File: src/hw/rtl/prq_pkg.sv
// ---------------------------------------------------------------------------
// prq_pkg
// Types, constants and helpers for the priority ready queue scheduler.
// ---------------------------------------------------------------------------
package prq_pkg;

  localparam int MAX_THREADS = 64;
  localparam int ID_SPACE    = 64;
  localparam int ID_W        = 6;
  localparam int PRI_W       = 2;
  localparam int CMD_W       = 3;
  localparam int PREQ_W      = 4;
  localparam int CNT_W       = 7;
  localparam int Q_AW        = (MAX_THREADS > 1) ? $clog2(MAX_THREADS) : 1;
  localparam int LEN_W       = $clog2(MAX_THREADS + 1);
  localparam int IN_W        = 16;
  localparam int OUT_W       = 16;

  typedef logic [ID_W-1:0]  tid_t;
  typedef logic [PRI_W-1:0] pri_t;

  localparam pri_t              TOP_PRIORITY = 2'd3;
  localparam logic [CNT_W-1:0]  LIVE_MAX     = 7'd127;

  typedef enum logic [CMD_W-1:0] {
    CMD_CREATE     = 3'd0,
    CMD_ACTIVATE   = 3'd1,
    CMD_YIELD      = 3'd2,
    CMD_DEACTIVATE = 3'd3,
    CMD_EXIT       = 3'd4,
    CMD_RUN        = 3'd5
  } cmd_t;

  typedef enum logic [3:0] {
    ST_IDLE,
    ST_PRI_RD,
    ST_PRI_WAIT,
    ST_SCAN_Q,
    ST_SCAN_P,
    ST_SCAN_C,
    ST_SH_RD,
    ST_SH_WR,
    ST_INS,
    ST_DISP_RD,
    ST_DISP_WR,
    ST_FIN
  } state_t;

  typedef struct packed {
    logic en;
    tid_t id;
    pri_t pri;
  } pri_wr_t;

  function automatic pri_t clamp_pri(logic [PREQ_W-1:0] req);
    return (req > PREQ_W'(TOP_PRIORITY)) ? TOP_PRIORITY : req[PRI_W-1:0];
  endfunction

endpackage

File: src/hw/rtl/priority_ready_queue_scheduler_unit.sv
// ---------------------------------------------------------------------------
// priority_ready_queue_scheduler_unit
// Cooperative thread scheduler with a priority-ordered ready queue held in
// a circular memory, driven by a small sequencer around one address unit.
// ---------------------------------------------------------------------------
//  channel  | dir | tdata fields, low bit up
//  s_axis   | in  | command[2:0] thread_id[8:3] priority_req[12:9] zero[15:13]
//  m_axis   | out | run_thread[5:0] next_is_main[6] switched[7]
//           |     | ready_count[14:8] status[15]
//
// One command at a time. Deactivate, exit and run go through the dispatch
// states and then the result register; a no-op or a refused insert goes
// straight to it. A create walks the queue from the head, reading each
// entry's priority, until a lower-priority entry or the queue end stops the
// walk, then moves the tail back one entry at a time through the one-port
// queue memory and inserts. Activate first reads the stored priority; yield
// does that and then dispatches the head.
// A new command is taken while the last result waits on m_axis_tready.
// Synchronous reset empties the queue and clears all stored priorities.
// ---------------------------------------------------------------------------
module priority_ready_queue_scheduler_unit (
  input  logic                      clk,
  input  logic                      rst,
  input  logic                      s_axis_tvalid,
  output logic                      s_axis_tready,
  // command[2:0], thread_id[8:3], priority_req[12:9], zero[15:13]
  input  logic [prq_pkg::IN_W-1:0]  s_axis_tdata,
  output logic                      m_axis_tvalid,
  input  logic                      m_axis_tready,
  // run_thread[5:0], next_is_main[6], switched[7], ready_count[14:8], status[15]
  output logic [prq_pkg::OUT_W-1:0] m_axis_tdata
);
  import prq_pkg::*;

  localparam int SUM_W = Q_AW + 1;

  state_t             state, state_next;
  tid_t               ins_id, ins_id_next;
  pri_t               p_new, p_new_next;
  logic               do_disp, do_disp_next;
  logic               sw_flag, sw_flag_next;
  logic               st_flag, st_flag_next;
  logic [LEN_W-1:0]   pos, pos_next;
  logic [LEN_W-1:0]   k, k_next;
  logic [Q_AW-1:0]    head, head_next;
  logic [LEN_W-1:0]   len, len_next;
  tid_t               run_id, run_id_next;
  logic               run_main, run_main_next;
  logic [CNT_W-1:0]   live, live_next;
  logic               o_valid, o_valid_next;
  logic [OUT_W-1:0]   o_data, o_data_next;

  logic [CMD_W-1:0]   in_cmd;
  tid_t               in_id;
  logic [PREQ_W-1:0]  in_preq;
  logic               id_ok;
  logic               q_full;

  // queue memory and its shared address unit
  tid_t               q_mem [MAX_THREADS];
  tid_t               q_rd;
  logic [LEN_W-1:0]   q_off;
  logic [SUM_W-1:0]   addr_sum;
  logic [Q_AW-1:0]    q_addr;
  logic               q_we;
  tid_t               q_wdata;

  pri_wr_t            pri_wr;
  tid_t               pri_rd_id;
  pri_t               pri_rd;

  assign in_cmd  = s_axis_tdata[CMD_W-1:0];
  assign in_id   = s_axis_tdata[CMD_W +: ID_W];
  assign in_preq = s_axis_tdata[CMD_W+ID_W +: PREQ_W];
  assign id_ok   = (32'(in_id) < MAX_THREADS);
  assign q_full  = (len == LEN_W'(MAX_THREADS));

  assign addr_sum = SUM_W'(head) + SUM_W'(q_off);
  assign q_addr   = (addr_sum >= SUM_W'(MAX_THREADS))
                  ? Q_AW'(addr_sum - SUM_W'(MAX_THREADS))
                  : addr_sum[Q_AW-1:0];

  always_ff @(posedge clk) begin
    if (q_we) begin
      q_mem[q_addr] <= q_wdata;
    end
    q_rd <= q_mem[q_addr];
  end

  prq_prio_store u_prio_store (
    .clk    (clk),
    .rst    (rst),
    .wr     (pri_wr),
    .rd_id  (pri_rd_id),
    .rd_pri (pri_rd)
  );

  assign s_axis_tready = (state == ST_IDLE);
  assign m_axis_tvalid = o_valid;
  assign m_axis_tdata  = o_data;

  always_ff @(posedge clk) begin
    if (rst) begin
      state    <= ST_IDLE;
      head     <= '0;
      len      <= '0;
      run_id   <= '0;
      run_main <= 1'b1;
      live     <= '0;
      o_valid  <= 1'b0;
    end else begin
      state    <= state_next;
      head     <= head_next;
      len      <= len_next;
      run_id   <= run_id_next;
      run_main <= run_main_next;
      live     <= live_next;
      o_valid  <= o_valid_next;
    end
  end

  always_ff @(posedge clk) begin
    ins_id  <= ins_id_next;
    p_new   <= p_new_next;
    do_disp <= do_disp_next;
    sw_flag <= sw_flag_next;
    st_flag <= st_flag_next;
    pos     <= pos_next;
    k       <= k_next;
    o_data  <= o_data_next;
  end

  always_comb begin
    state_next    = state;
    ins_id_next   = ins_id;
    p_new_next    = p_new;
    do_disp_next  = do_disp;
    sw_flag_next  = sw_flag;
    st_flag_next  = st_flag;
    pos_next      = pos;
    k_next        = k;
    head_next     = head;
    len_next      = len;
    run_id_next   = run_id;
    run_main_next = run_main;
    live_next     = live;
    o_valid_next  = o_valid && !m_axis_tready;
    o_data_next   = o_data;
    q_off         = '0;
    q_we          = 1'b0;
    q_wdata       = ins_id;
    pri_wr        = '0;
    pri_rd_id     = ins_id;

    unique case (state)
      ST_IDLE: begin
        if (s_axis_tvalid) begin
          sw_flag_next = 1'b0;
          st_flag_next = 1'b0;
          do_disp_next = 1'b0;
          pos_next     = '0;
          ins_id_next  = in_id;
          state_next   = ST_FIN;
          case (in_cmd)
            CMD_CREATE: begin
              if (id_ok && q_full) begin
                st_flag_next = 1'b1;
              end else if (id_ok) begin
                pri_wr     = '{en: 1'b1, id: in_id, pri: clamp_pri(in_preq)};
                p_new_next = clamp_pri(in_preq);
                if (live != LIVE_MAX) begin
                  live_next = live + 7'd1;
                end
                state_next = ST_SCAN_Q;
              end
            end
            CMD_ACTIVATE: begin
              if (id_ok && q_full) begin
                st_flag_next = 1'b1;
              end else if (id_ok) begin
                state_next = ST_PRI_RD;
              end
            end
            CMD_YIELD: begin
              if (len != '0 && !run_main) begin
                if (q_full) begin
                  st_flag_next = 1'b1;
                end else begin
                  ins_id_next  = run_id;
                  do_disp_next = 1'b1;
                  state_next   = ST_PRI_RD;
                end
              end
            end
            CMD_DEACTIVATE: begin
              state_next = ST_DISP_RD;
            end
            CMD_EXIT: begin
              if (live != '0) begin
                live_next = live - 7'd1;
              end
              state_next = ST_DISP_RD;
            end
            CMD_RUN: begin
              if (len != '0) begin
                state_next = ST_DISP_RD;
              end
            end
            default: begin
              state_next = ST_FIN;
            end
          endcase
        end
      end
      ST_PRI_RD: begin
        pri_rd_id  = ins_id;
        state_next = ST_PRI_WAIT;
      end
      ST_PRI_WAIT: begin
        p_new_next = pri_rd;
        state_next = ST_SCAN_Q;
      end
      // walk from the head until an entry of lower priority turns up or the queue ends
      ST_SCAN_Q: begin
        if (pos == len) begin
          k_next     = len;
          state_next = ST_SH_RD;
        end else begin
          q_off      = pos;
          state_next = ST_SCAN_P;
        end
      end
      ST_SCAN_P: begin
        pri_rd_id  = q_rd;
        state_next = ST_SCAN_C;
      end
      ST_SCAN_C: begin
        if (pri_rd >= p_new) begin
          pos_next   = pos + LEN_W'(1);
          state_next = ST_SCAN_Q;
        end else begin
          k_next     = len;
          state_next = ST_SH_RD;
        end
      end
      // open a slot at the insert position, moving the tail back by one
      ST_SH_RD: begin
        if (k > pos) begin
          q_off      = k - LEN_W'(1);
          state_next = ST_SH_WR;
        end else begin
          state_next = ST_INS;
        end
      end
      ST_SH_WR: begin
        q_off      = k;
        q_we       = 1'b1;
        q_wdata    = q_rd;
        k_next     = k - LEN_W'(1);
        state_next = ST_SH_RD;
      end
      ST_INS: begin
        q_off      = pos;
        q_we       = 1'b1;
        q_wdata    = ins_id;
        len_next   = len + LEN_W'(1);
        state_next = do_disp ? ST_DISP_RD : ST_FIN;
      end
      ST_DISP_RD: begin
        sw_flag_next = 1'b1;
        if (len == '0) begin
          run_id_next   = '0;
          run_main_next = 1'b1;
          state_next    = ST_FIN;
        end else begin
          q_off      = '0;
          state_next = ST_DISP_WR;
        end
      end
      ST_DISP_WR: begin
        run_id_next   = q_rd;
        run_main_next = 1'b0;
        q_off         = LEN_W'(1);
        head_next     = q_addr;
        len_next      = len - LEN_W'(1);
        state_next    = ST_FIN;
      end
      // hold until the result register is free
      ST_FIN: begin
        if (!o_valid || m_axis_tready) begin
          o_valid_next = 1'b1;
          o_data_next  = {st_flag, CNT_W'(len), sw_flag, run_main,
                          (run_main ? tid_t'(0) : run_id)};
          state_next   = ST_IDLE;
        end
      end
      default: begin
        state_next = ST_IDLE;
      end
    endcase
  end

endmodule

File: src/hw/rtl/prq_prio_store.sv
// ---------------------------------------------------------------------------
// prq_prio_store
// Per-thread priority memory with one registered read port. Entries never
// written since reset read as priority zero.
// ---------------------------------------------------------------------------
module prq_prio_store (
  input  logic             clk,
  input  logic             rst,
  input  prq_pkg::pri_wr_t wr,
  input  prq_pkg::tid_t    rd_id,
  output prq_pkg::pri_t    rd_pri
);
  import prq_pkg::*;

  pri_t                mem [ID_SPACE];
  logic [ID_SPACE-1:0] valid;
  pri_t                rd_raw;
  logic                rd_valid;

  always_ff @(posedge clk) begin
    if (wr.en) begin
      mem[wr.id] <= wr.pri;
    end
    rd_raw <= mem[rd_id];
  end

  always_ff @(posedge clk) begin
    if (rst) begin
      valid    <= '0;
      rd_valid <= 1'b0;
    end else begin
      if (wr.en) begin
        valid[wr.id] <= 1'b1;
      end
      rd_valid <= valid[rd_id];
    end
  end

  assign rd_pri = rd_valid ? rd_raw : '0;

endmodule

File: config.mk
export PLATFORM = sky130hd
export DESIGN_NAME = priority_ready_queue_scheduler_unit
export DESIGN_NICKNAME = d
export VERILOG_FILES = /design/src/hw/rtl/prq_pkg.sv /design/src/hw/rtl/priority_ready_queue_scheduler_unit.sv /design/src/hw/rtl/prq_prio_store.sv
export SDC_FILE = /design/constraint.sdc
export NUM_CORES = 1
export LEC_CHECK = 0
export BUFFER_PORTS_ARGS = -buffer_cell sky130_fd_sc_hd__buf_2
export CAP_MARGIN = 20
export CORE_AREA = 3 3 320 164
export DETAILED_ROUTE_END_ITERATION = 10
export DIE_AREA = 0 0 323 167
export PLACE_DENSITY = 0.83
export SLEW_MARGIN = 40
export SYNTH_ARGS = -nofsm -noshare
export SYNTH_HDL_FRONTEND = slang
export SYNTH_SLANG_ARGS = --single-unit
File: constraint.sdc
create_clock -name clk -period 7.85 [get_ports clk]
set_input_delay 1.57 -clock clk [delete_from_list [all_inputs] [get_ports clk]]
set_output_delay 1.57 -clock clk [all_outputs]
set_load 0.01 [all_outputs]
* Yosys cells after proc, flatten, opt, wreduce, memory -nomap -nowiden
Memories as Yosys holds them, arrays and structs flattened. A register that Yosys moved wholly into a read port is not among the register bits.
Index checks and enable logic that the tools add are counted.
** Word-level totals
- Bits in registers :: 131
- Bits in writable memories :: 512
- Input port bits :: 20
- Output and inout port bits :: 18
- Logic and storage cells :: 148
- Memories kept :: 2
** Memories
- q_mem :: depth 64, width 6, rd ports 1, clocked after memory_dff 1, write ports 1, RTL line priority_ready_queue_scheduler_unit.sv:60 : tid_t q_mem [MAX_THREADS];
- u_prio_store.mem :: depth 64, width 2, rd ports 1, clocked after memory_dff 1, write ports 1, RTL line prq_prio_store.sv:15 : pri_t mem [ID_SPACE];
** Cells by class
- $add $sub $neg :: 6
- Magnitude comparators :: 7
- Equality and inequality tests :: 26
- Muxes and demuxes :: 60
- Bitwise operators :: 1
- Reduce and logical (&&, ||, !) cells :: 29
** Operator list (count)
- OR 64 bit :: 1
- case mux 4 bit (12 select lines) :: 1
- 2-to-1 mux 6 bit :: 7
- 2-to-1 mux 7 bit :: 6
- 2-to-1 mux 9 bit :: 4
- case mux 7 bit (5 select lines) :: 1
- case mux 7 bit (2 select lines) :: 2
- 2-to-1 mux 4 bit :: 6
- case mux 7 bit (3 select lines) :: 1
- case mux 4 bit (5 select lines) :: 1
- equality test 4 x 3 -> 1 bit (second input constant) :: 4
- equality test 4 bit (second input constant) :: 4
- 2-to-1 mux 2 bit :: 8
- 2-to-1 mux 1 bit :: 15
- adder 7 x 1 -> 7 bit (second input constant) :: 2
- < comparator 6 x 7 -> 1 bit (second input constant) :: 2
- inequality test 2 bit (second input constant) :: 7
- subtractor 7 x 1 -> 7 bit (second input constant) :: 2
- case mux 6 bit (2 select lines) :: 1
- AND reduction 2 bit :: 6
- nonzero test 2 bit :: 5
- equality test 4 x 2 -> 1 bit (second input constant) :: 2
- adder 6 x 7 -> 7 bit :: 1
- equality test 7 bit :: 1
- other kinds (28) :: 39

* Longest topological paths before layout
- Depth after elaboration :: 11
- Gate-level depth with buffers :: 22
- Mapped depth without buffers :: 18

* Modules after synthesis
From an unflattened synthesis, not the netlist that was laid out.
** Unflattened totals
- Cell total of the unflattened synthesis :: 1925
- Area, all modules :: 27413.8 µm²
** By module, submodules not included
- priority_ready_queue_scheduler_unit :: instances 1, cells each 1362, area an instance 19578.8 µm², sequential area each 13382.8 µm²
- prq_prio_store :: instances 1, cells each 563, area an instance 7835.0 µm², sequential area each 5185.0 µm²

* Worst setup path before layout
Ideal clock, no wire load.
- Path kind :: reg-to-reg
- From :: register pos[2]
- To :: register q_rd[4], read port of q_mem
- Setup time :: 0.123 ns
- Arrival time :: 4.227 ns
- Data required time :: 7.727 ns
- Slack :: 3.501 ns
- Cell stages (with the launch flop) :: 21
- Path buffers :: 6
- Clock period less this slack :: 4.349 ns
- Cell sequence :: edfxtp_1 > clkbuf_1 > inv_1 > ha_1 > a21oi_1 > a21oi_1 > or3_1 > o21ai_0 > nor2_1 > a222oi_1 > inv_1 > fa_1 > buf_2 > buf_2 > buf_2 > buf_4 > buf_2 > mux4_2 > o211ai_1 > o21a_1 > o21ai_0
** Between the ends
- Longest elaborated chain between the ends :: 6
- Elaborated cells between the ends (all ways) :: 9
- Classes of those cells :: 2 x add/sub; 2 x order compare; 1 x eq/ne; 4 x mux
** Ends and longest elaborated chain
- from (decl) :: RTL line priority_ready_queue_scheduler_unit.sv:43 : logic [LEN_W-1:0] pos, pos_next;
- from (signal assigned) :: RTL line priority_ready_queue_scheduler_unit.sv:128 : pos <= pos_next;
- > comparator 7 bit or equality test 7 bit (tied branches) :: RTL line priority_ready_queue_scheduler_unit.sv:248, priority_ready_queue_scheduler_unit.sv:225
- 2-to-1 mux 7 bit, on equally long branches :: RTL line priority_ready_queue_scheduler_unit.sv:248, priority_ready_queue_scheduler_unit.sv:225
- case mux 7 bit (5 select lines) * :: RTL line priority_ready_queue_scheduler_unit.sv:155 : unique case (state)
- adder 6 x 7 -> 7 bit * :: RTL line priority_ready_queue_scheduler_unit.sv:78 : assign addr_sum = SUM_W'(head) + SUM_W'(q_off);
- via addr_sum[1] :: RTL line priority_ready_queue_scheduler_unit.sv:63 : logic [SUM_W-1:0] addr_sum;
- subtractor 6 x 1 -> 6 bit or greater-or-equal comparator 7 bit (tied branches) :: RTL line priority_ready_queue_scheduler_unit.sv:80, priority_ready_queue_scheduler_unit.sv:79
- 2-to-1 mux 6 bit * :: RTL line priority_ready_queue_scheduler_unit.sv:80 : ? Q_AW'(addr_sum - SUM_W'(MAX_THREADS))
- to (decl) :: RTL line priority_ready_queue_scheduler_unit.sv:61 : tid_t q_rd;
The timed path passes the listed nets; every way through them passes the cells marked *.
A chain may end at the register's enable or synchronous reset.

* Final worst setup path
- From :: register pos[0]
- To :: memory q_mem[6][0] in the netlist's numbering (enable)
** Between the ends
- Longest elaborated chain between the ends :: 6
- Elaborated cells between the ends (all ways) :: 9
- Classes of those cells :: 2 x add/sub; 2 x order compare; 1 x eq/ne; 4 x mux
** Ends and longest elaborated chain (RTL line)
- > comparator 7 bit or equality test 7 bit (tied branches) :: priority_ready_queue_scheduler_unit.sv:248, priority_ready_queue_scheduler_unit.sv:225
- 2-to-1 mux 7 bit, on equally long branches :: priority_ready_queue_scheduler_unit.sv:248, priority_ready_queue_scheduler_unit.sv:225
- case mux 7 bit (5 select lines) * :: priority_ready_queue_scheduler_unit.sv:155
- adder 6 x 7 -> 7 bit * :: priority_ready_queue_scheduler_unit.sv:78
- via addr_sum[1] :: priority_ready_queue_scheduler_unit.sv:63
- subtractor 6 x 1 -> 6 bit or greater-or-equal comparator 7 bit (tied branches) :: priority_ready_queue_scheduler_unit.sv:80, priority_ready_queue_scheduler_unit.sv:79
- 2-to-1 mux 6 bit * :: priority_ready_queue_scheduler_unit.sv:80
- to (decl) :: priority_ready_queue_scheduler_unit.sv:60
Marked as above.

==> summary.md <==
| Metric | Value |
|---|---|
| Yosys Warn Count | `0` |
| Part of the power in registers | `0.442` |
| Initial antenna violation count | `0` |
| RR Endpoint | `q_mem[6][0]` |
| Reg2Reg Launch Point | `pos[0]` |
| R2r setup slk | `1.65 ns` |
| Number of post-CTS setup repair buffers | `0` |
| HP Class | `reg2reg` |
| Mean post-synth cell area | `13.43 µm²` |
| Largest net degree at the start of global routing | `81` |
| Final Max Slew Viols | `0` |
| Synth Flop Type | `edfxtp_1` |
| Net count after synthesis | `2,085` |
| TritonCTS clock tree | `yes` |
| Number of cells produced by synthesis | `2,042` |
| Diode count | `0` |
| Reg clk slew, reported paths | `0.07 ns` |
| Core region area | `49,930 µm²` |
| Worst-Skew Late Latency | `0.61 ns` |
| # IOs | `38` |
| Combinational share of power | `0.264` |
| First DRT Iteration DRCs | `2,611` |
| Worst Clk Skew | `0.02550 ns` |
| Clock share of power | `0.294` |
| Post-place setup slack | `1.785 ns` |
| Setup CP Type | `reg2reg` |
| Initial Utilization | `0.5495` |
| Hold buffer count at CTS | `0` |
| P per Cell Area | `312.0 nW/µm²` |
| Data required time of the worst path | `8.07 ns` |
| Number of global-route vias before repair | `17,190` |
| Post_cts resized | `0` |
| Startpoint types | `register` |
| CP max FO | `37` |
| Unrepaired setup endpoints after global routing | `no` |
| Hold endpoint | `m_axis_tdata[15]` |
| Detailed-route DRC error count | `0` |
| Wire length per cell | `23.14 µm` |
| Worst slew margin | `0.4636` |
| Period utilisation layout | `0.7897` |
| Peak VDD IR | `0.1758 mV` |
| Total CTS buffers | `56` |
| Root Buffer | `clkbuf_16` |
| Layout cell share with drive strength beyond 1 | `0.1227` |
| H-Tree Depth | `2` |
| TritonCTS Sinks | `651` |
| First-pass detailed-route iteration total | `8` |
| First-pass GRT wire length | `97.97 mm` |
| Worst Path Arrival | `6.42 ns` |
| Die height | `167 µm` |
| Port Buffers | `34` |
| Register area share after synthesis | `0.6768` |
| Synth area leaders | `edfxtp_1 (61%), dfxtp_1 (7.2%), mux4_2 (5.2%), nor2_1 (4.0%), nand2_1 (3.3%)` |
| Nets | `2,091` |
| Worst Max-Slew Pin Slew | `0.7822 ns` |
| Tmin final | `6.199 ns` |
| Routed WL | `63.72 mm` |
| DR vias/cell | `6.366` |
| Ys async rst share | `0` |
| Yosys top cell area share | `0.6053` |
| CTS max path bufs | `3` |
| Flops & latches, synth | `651` |
| GRT Total Usage | `0.2337` |
| Post-route setup TNS | `0 ns` |
| Leak | `9.688 nW` |
| WHS Path Cells | `0` |
| Hold Fails Final Rpt | `0` |
| HPWL after detailed placement | `38.86 mm` |
| EDFF count, synth | `553` |
| Hold Path Origin | `st_flag` |
| Switching power | `2.977 mW` |
| Max_cap viols | `0` |
| Post-Syn Area | `27,430 µm²` |
| Grt ovf | `0` |
| Detail Route Antenna Nets | `0` |
| Via count | `17,530` |
| Std-Cell Rows | `58` |
| Reg2reg path depth | `12` |
| Die area | `53,940 µm²` |
| Status | `finished, final reports clean` |
| P_int | `6.401 mW` |
| Die width | `323 µm` |
| Critical path capture point type | `register` |
| Fmax | `161.3 MHz` |
| Sw frac | `0.3174` |
| Final WS setup | `1.651 ns` |
| Distinct cells, synth | `78` |
| GPL Wtd Cong | `0.8896` |
| Yosys top cell by area | `edfxtp_1` |
| Setup-failing EPs final | `0` |
| Synth-to-Final Area Change | `9.578%` |
worst max-delay path by stage:
stage | cells past startpoint | endpoint | startpoint | slack [ns]
4_1_cts | 12 | q_mem[38][4] | pos[0] | 1.78
3_3_place_gp | 12 | q_mem[14][3] | pos[0] | 1.93
5_1_grt | 12 | q_mem[6][0] | pos[0] | 1.45
6_report | 12 | q_mem[6][0] | pos[0] | 1.65
3_5_place_dp | 12 | q_mem[38][4] | pos[0] | 1.79
2_1_floorplan | 20 | q_rd[4] | pos[2] | 3.50
cells in the mapped netlist, drive strengths merged (4+ instances only):
library cell  count
mux4             64
nand3            68
a22oi            15
dfxtp            98
nor3b             4
nor3             28
nand2b           17
clkbuf           47
nor4              9
buf              69
nand2           239
a21o              4
o211ai           17
a311oi            6
nor2b            19
o21ai            44
nand3b            7
xor2              6
ha               21
mux2             15
a221o             6
xnor2            25
nand4             8
or3               4
and2              4
a21oi           134
edfxtp          553
a32oi            18
a211oi            8
a221oi           24
mux2i            71
a31oi            19
nor2            292
o22ai             6
and3             12
inv              21
logic make-up (layout without fill, tap and decap cells):
logic type               count (synthesis)  in the layout  share of synthesized area
XOR/XNOR                                31             31                    0.01017
adder cells (fa/ha/maj)                 23             23                    0.01104
AND/OR/NAND/NOR                        721            721                     0.1156
AO/OA/AOI/OAI                          328            328                    0.07662
buffers and inverters                  138            190                    0.02449
flip-flops                             651            651                     0.6768
multiplexers                           150            150                    0.08529
cell usage in the layout (no fill, tap or decap), drive strengths merged, types with 5 or more instances in the layout:
master,Yosys,layout
a211oi,8,8
a21oi,134,134
a221o,6,6
a221oi,24,24
a22oi,15,15
a311oi,6,6
a31oi,19,19
a32oi,18,18
and3,12,12
buf,69,64
bufinv,0,5
clkbuf,47,78
clkinv,1,15
clkinvlp,0,5
dfxtp,98,98
edfxtp,553,553
ha,21,21
inv,21,23
mux2,15,15
mux2i,71,71
mux4,64,64
nand2,239,239
nand2b,17,17
nand3,68,68
nand3b,7,7
nand4,8,8
nor2,292,292
nor2b,19,19
nor3,28,28
nor4,9,9
o211ai,17,17
o21ai,44,44
o22ai,6,6
xnor2,25,25
xor2,6,6
critical path, stage by stage (launching register included):
cell      delay, ns
edfxtp_1       0.52
xnor2_1        0.20
nand4_1        0.12
or2_2          0.31
a32oi_1        0.25
nor2_1         0.15
a221oi_1       0.31
o21ai_0        0.21
ha_4           0.23
fa_4           1.22
nor2b_1        0.73
nand3_1        0.78
nor2_1         0.79
layer usage:
layer / track usage / share of wire
met5: 0 / 0
met4: 0.07498 / 0.030
met3: 0.04494 / 0.10
met2: 0.3831 / 0.48
met1: 0.3181 / 0.38
sequential cells by signal, indices dropped and copies added (netlist names), 2 cells and up:
name,count
p_new,2
q_mem,384
m_axis_tdata,16
state,4
u_prio_store.rd_raw,2
pos,7
q_rd,6
run_id,6
head,6
len,7
ins_id,6
u_prio_store.valid,64
u_prio_store.mem,128
k,7
power groups by stage:
stage | combinational (mW) | sequential [mW] | clock, mW
6_report | 2.48 | 4.14 | 2.76
5_1_grt | 2.64 | 4.16 | 2.92
4_1_cts | 2.44 | 4.14 | 2.78
3_5_place_dp | 2.42 | 4.21 | 0
3_3_place_gp | 2.33 | 4.21 | 0
2_1_floorplan | 1.76 | 4.14 | 0
area by class of cell:
type,instances,area (µm²)
Fill cell,3616,19870
Sequential cell,651,18570
Multi-Input combinational cell,1253,8357
Clock buffer,78,1525
Tap cell,660,825.8
Timing Repair Buffer,64,435.4
Clock inverter,26,267.8
Inverter,22,82.58
metrics by stage:
step | util | std cells | power, mW | hold slack, ns | area (µm²)
floorplan | - | 2042 | 5.901 | 0.4003 | 27430
global placement | 0.5643 | 2647 | 6.542 | 0.4163 | 28170
detailed placement | 0.5656 | 2649 | 6.636 | 0.4246 | 28240
CTS | 0.6015 | 2753 | 9.357 | 0.4404 | 30030
global route | 0.6021 | 2754 | 9.719 | 0.4533 | 30060
finish | 0.6021 | 2754 | 9.378 | 0.4423 | 30060
Note: power is estimated with default switching activity, not from simulation.
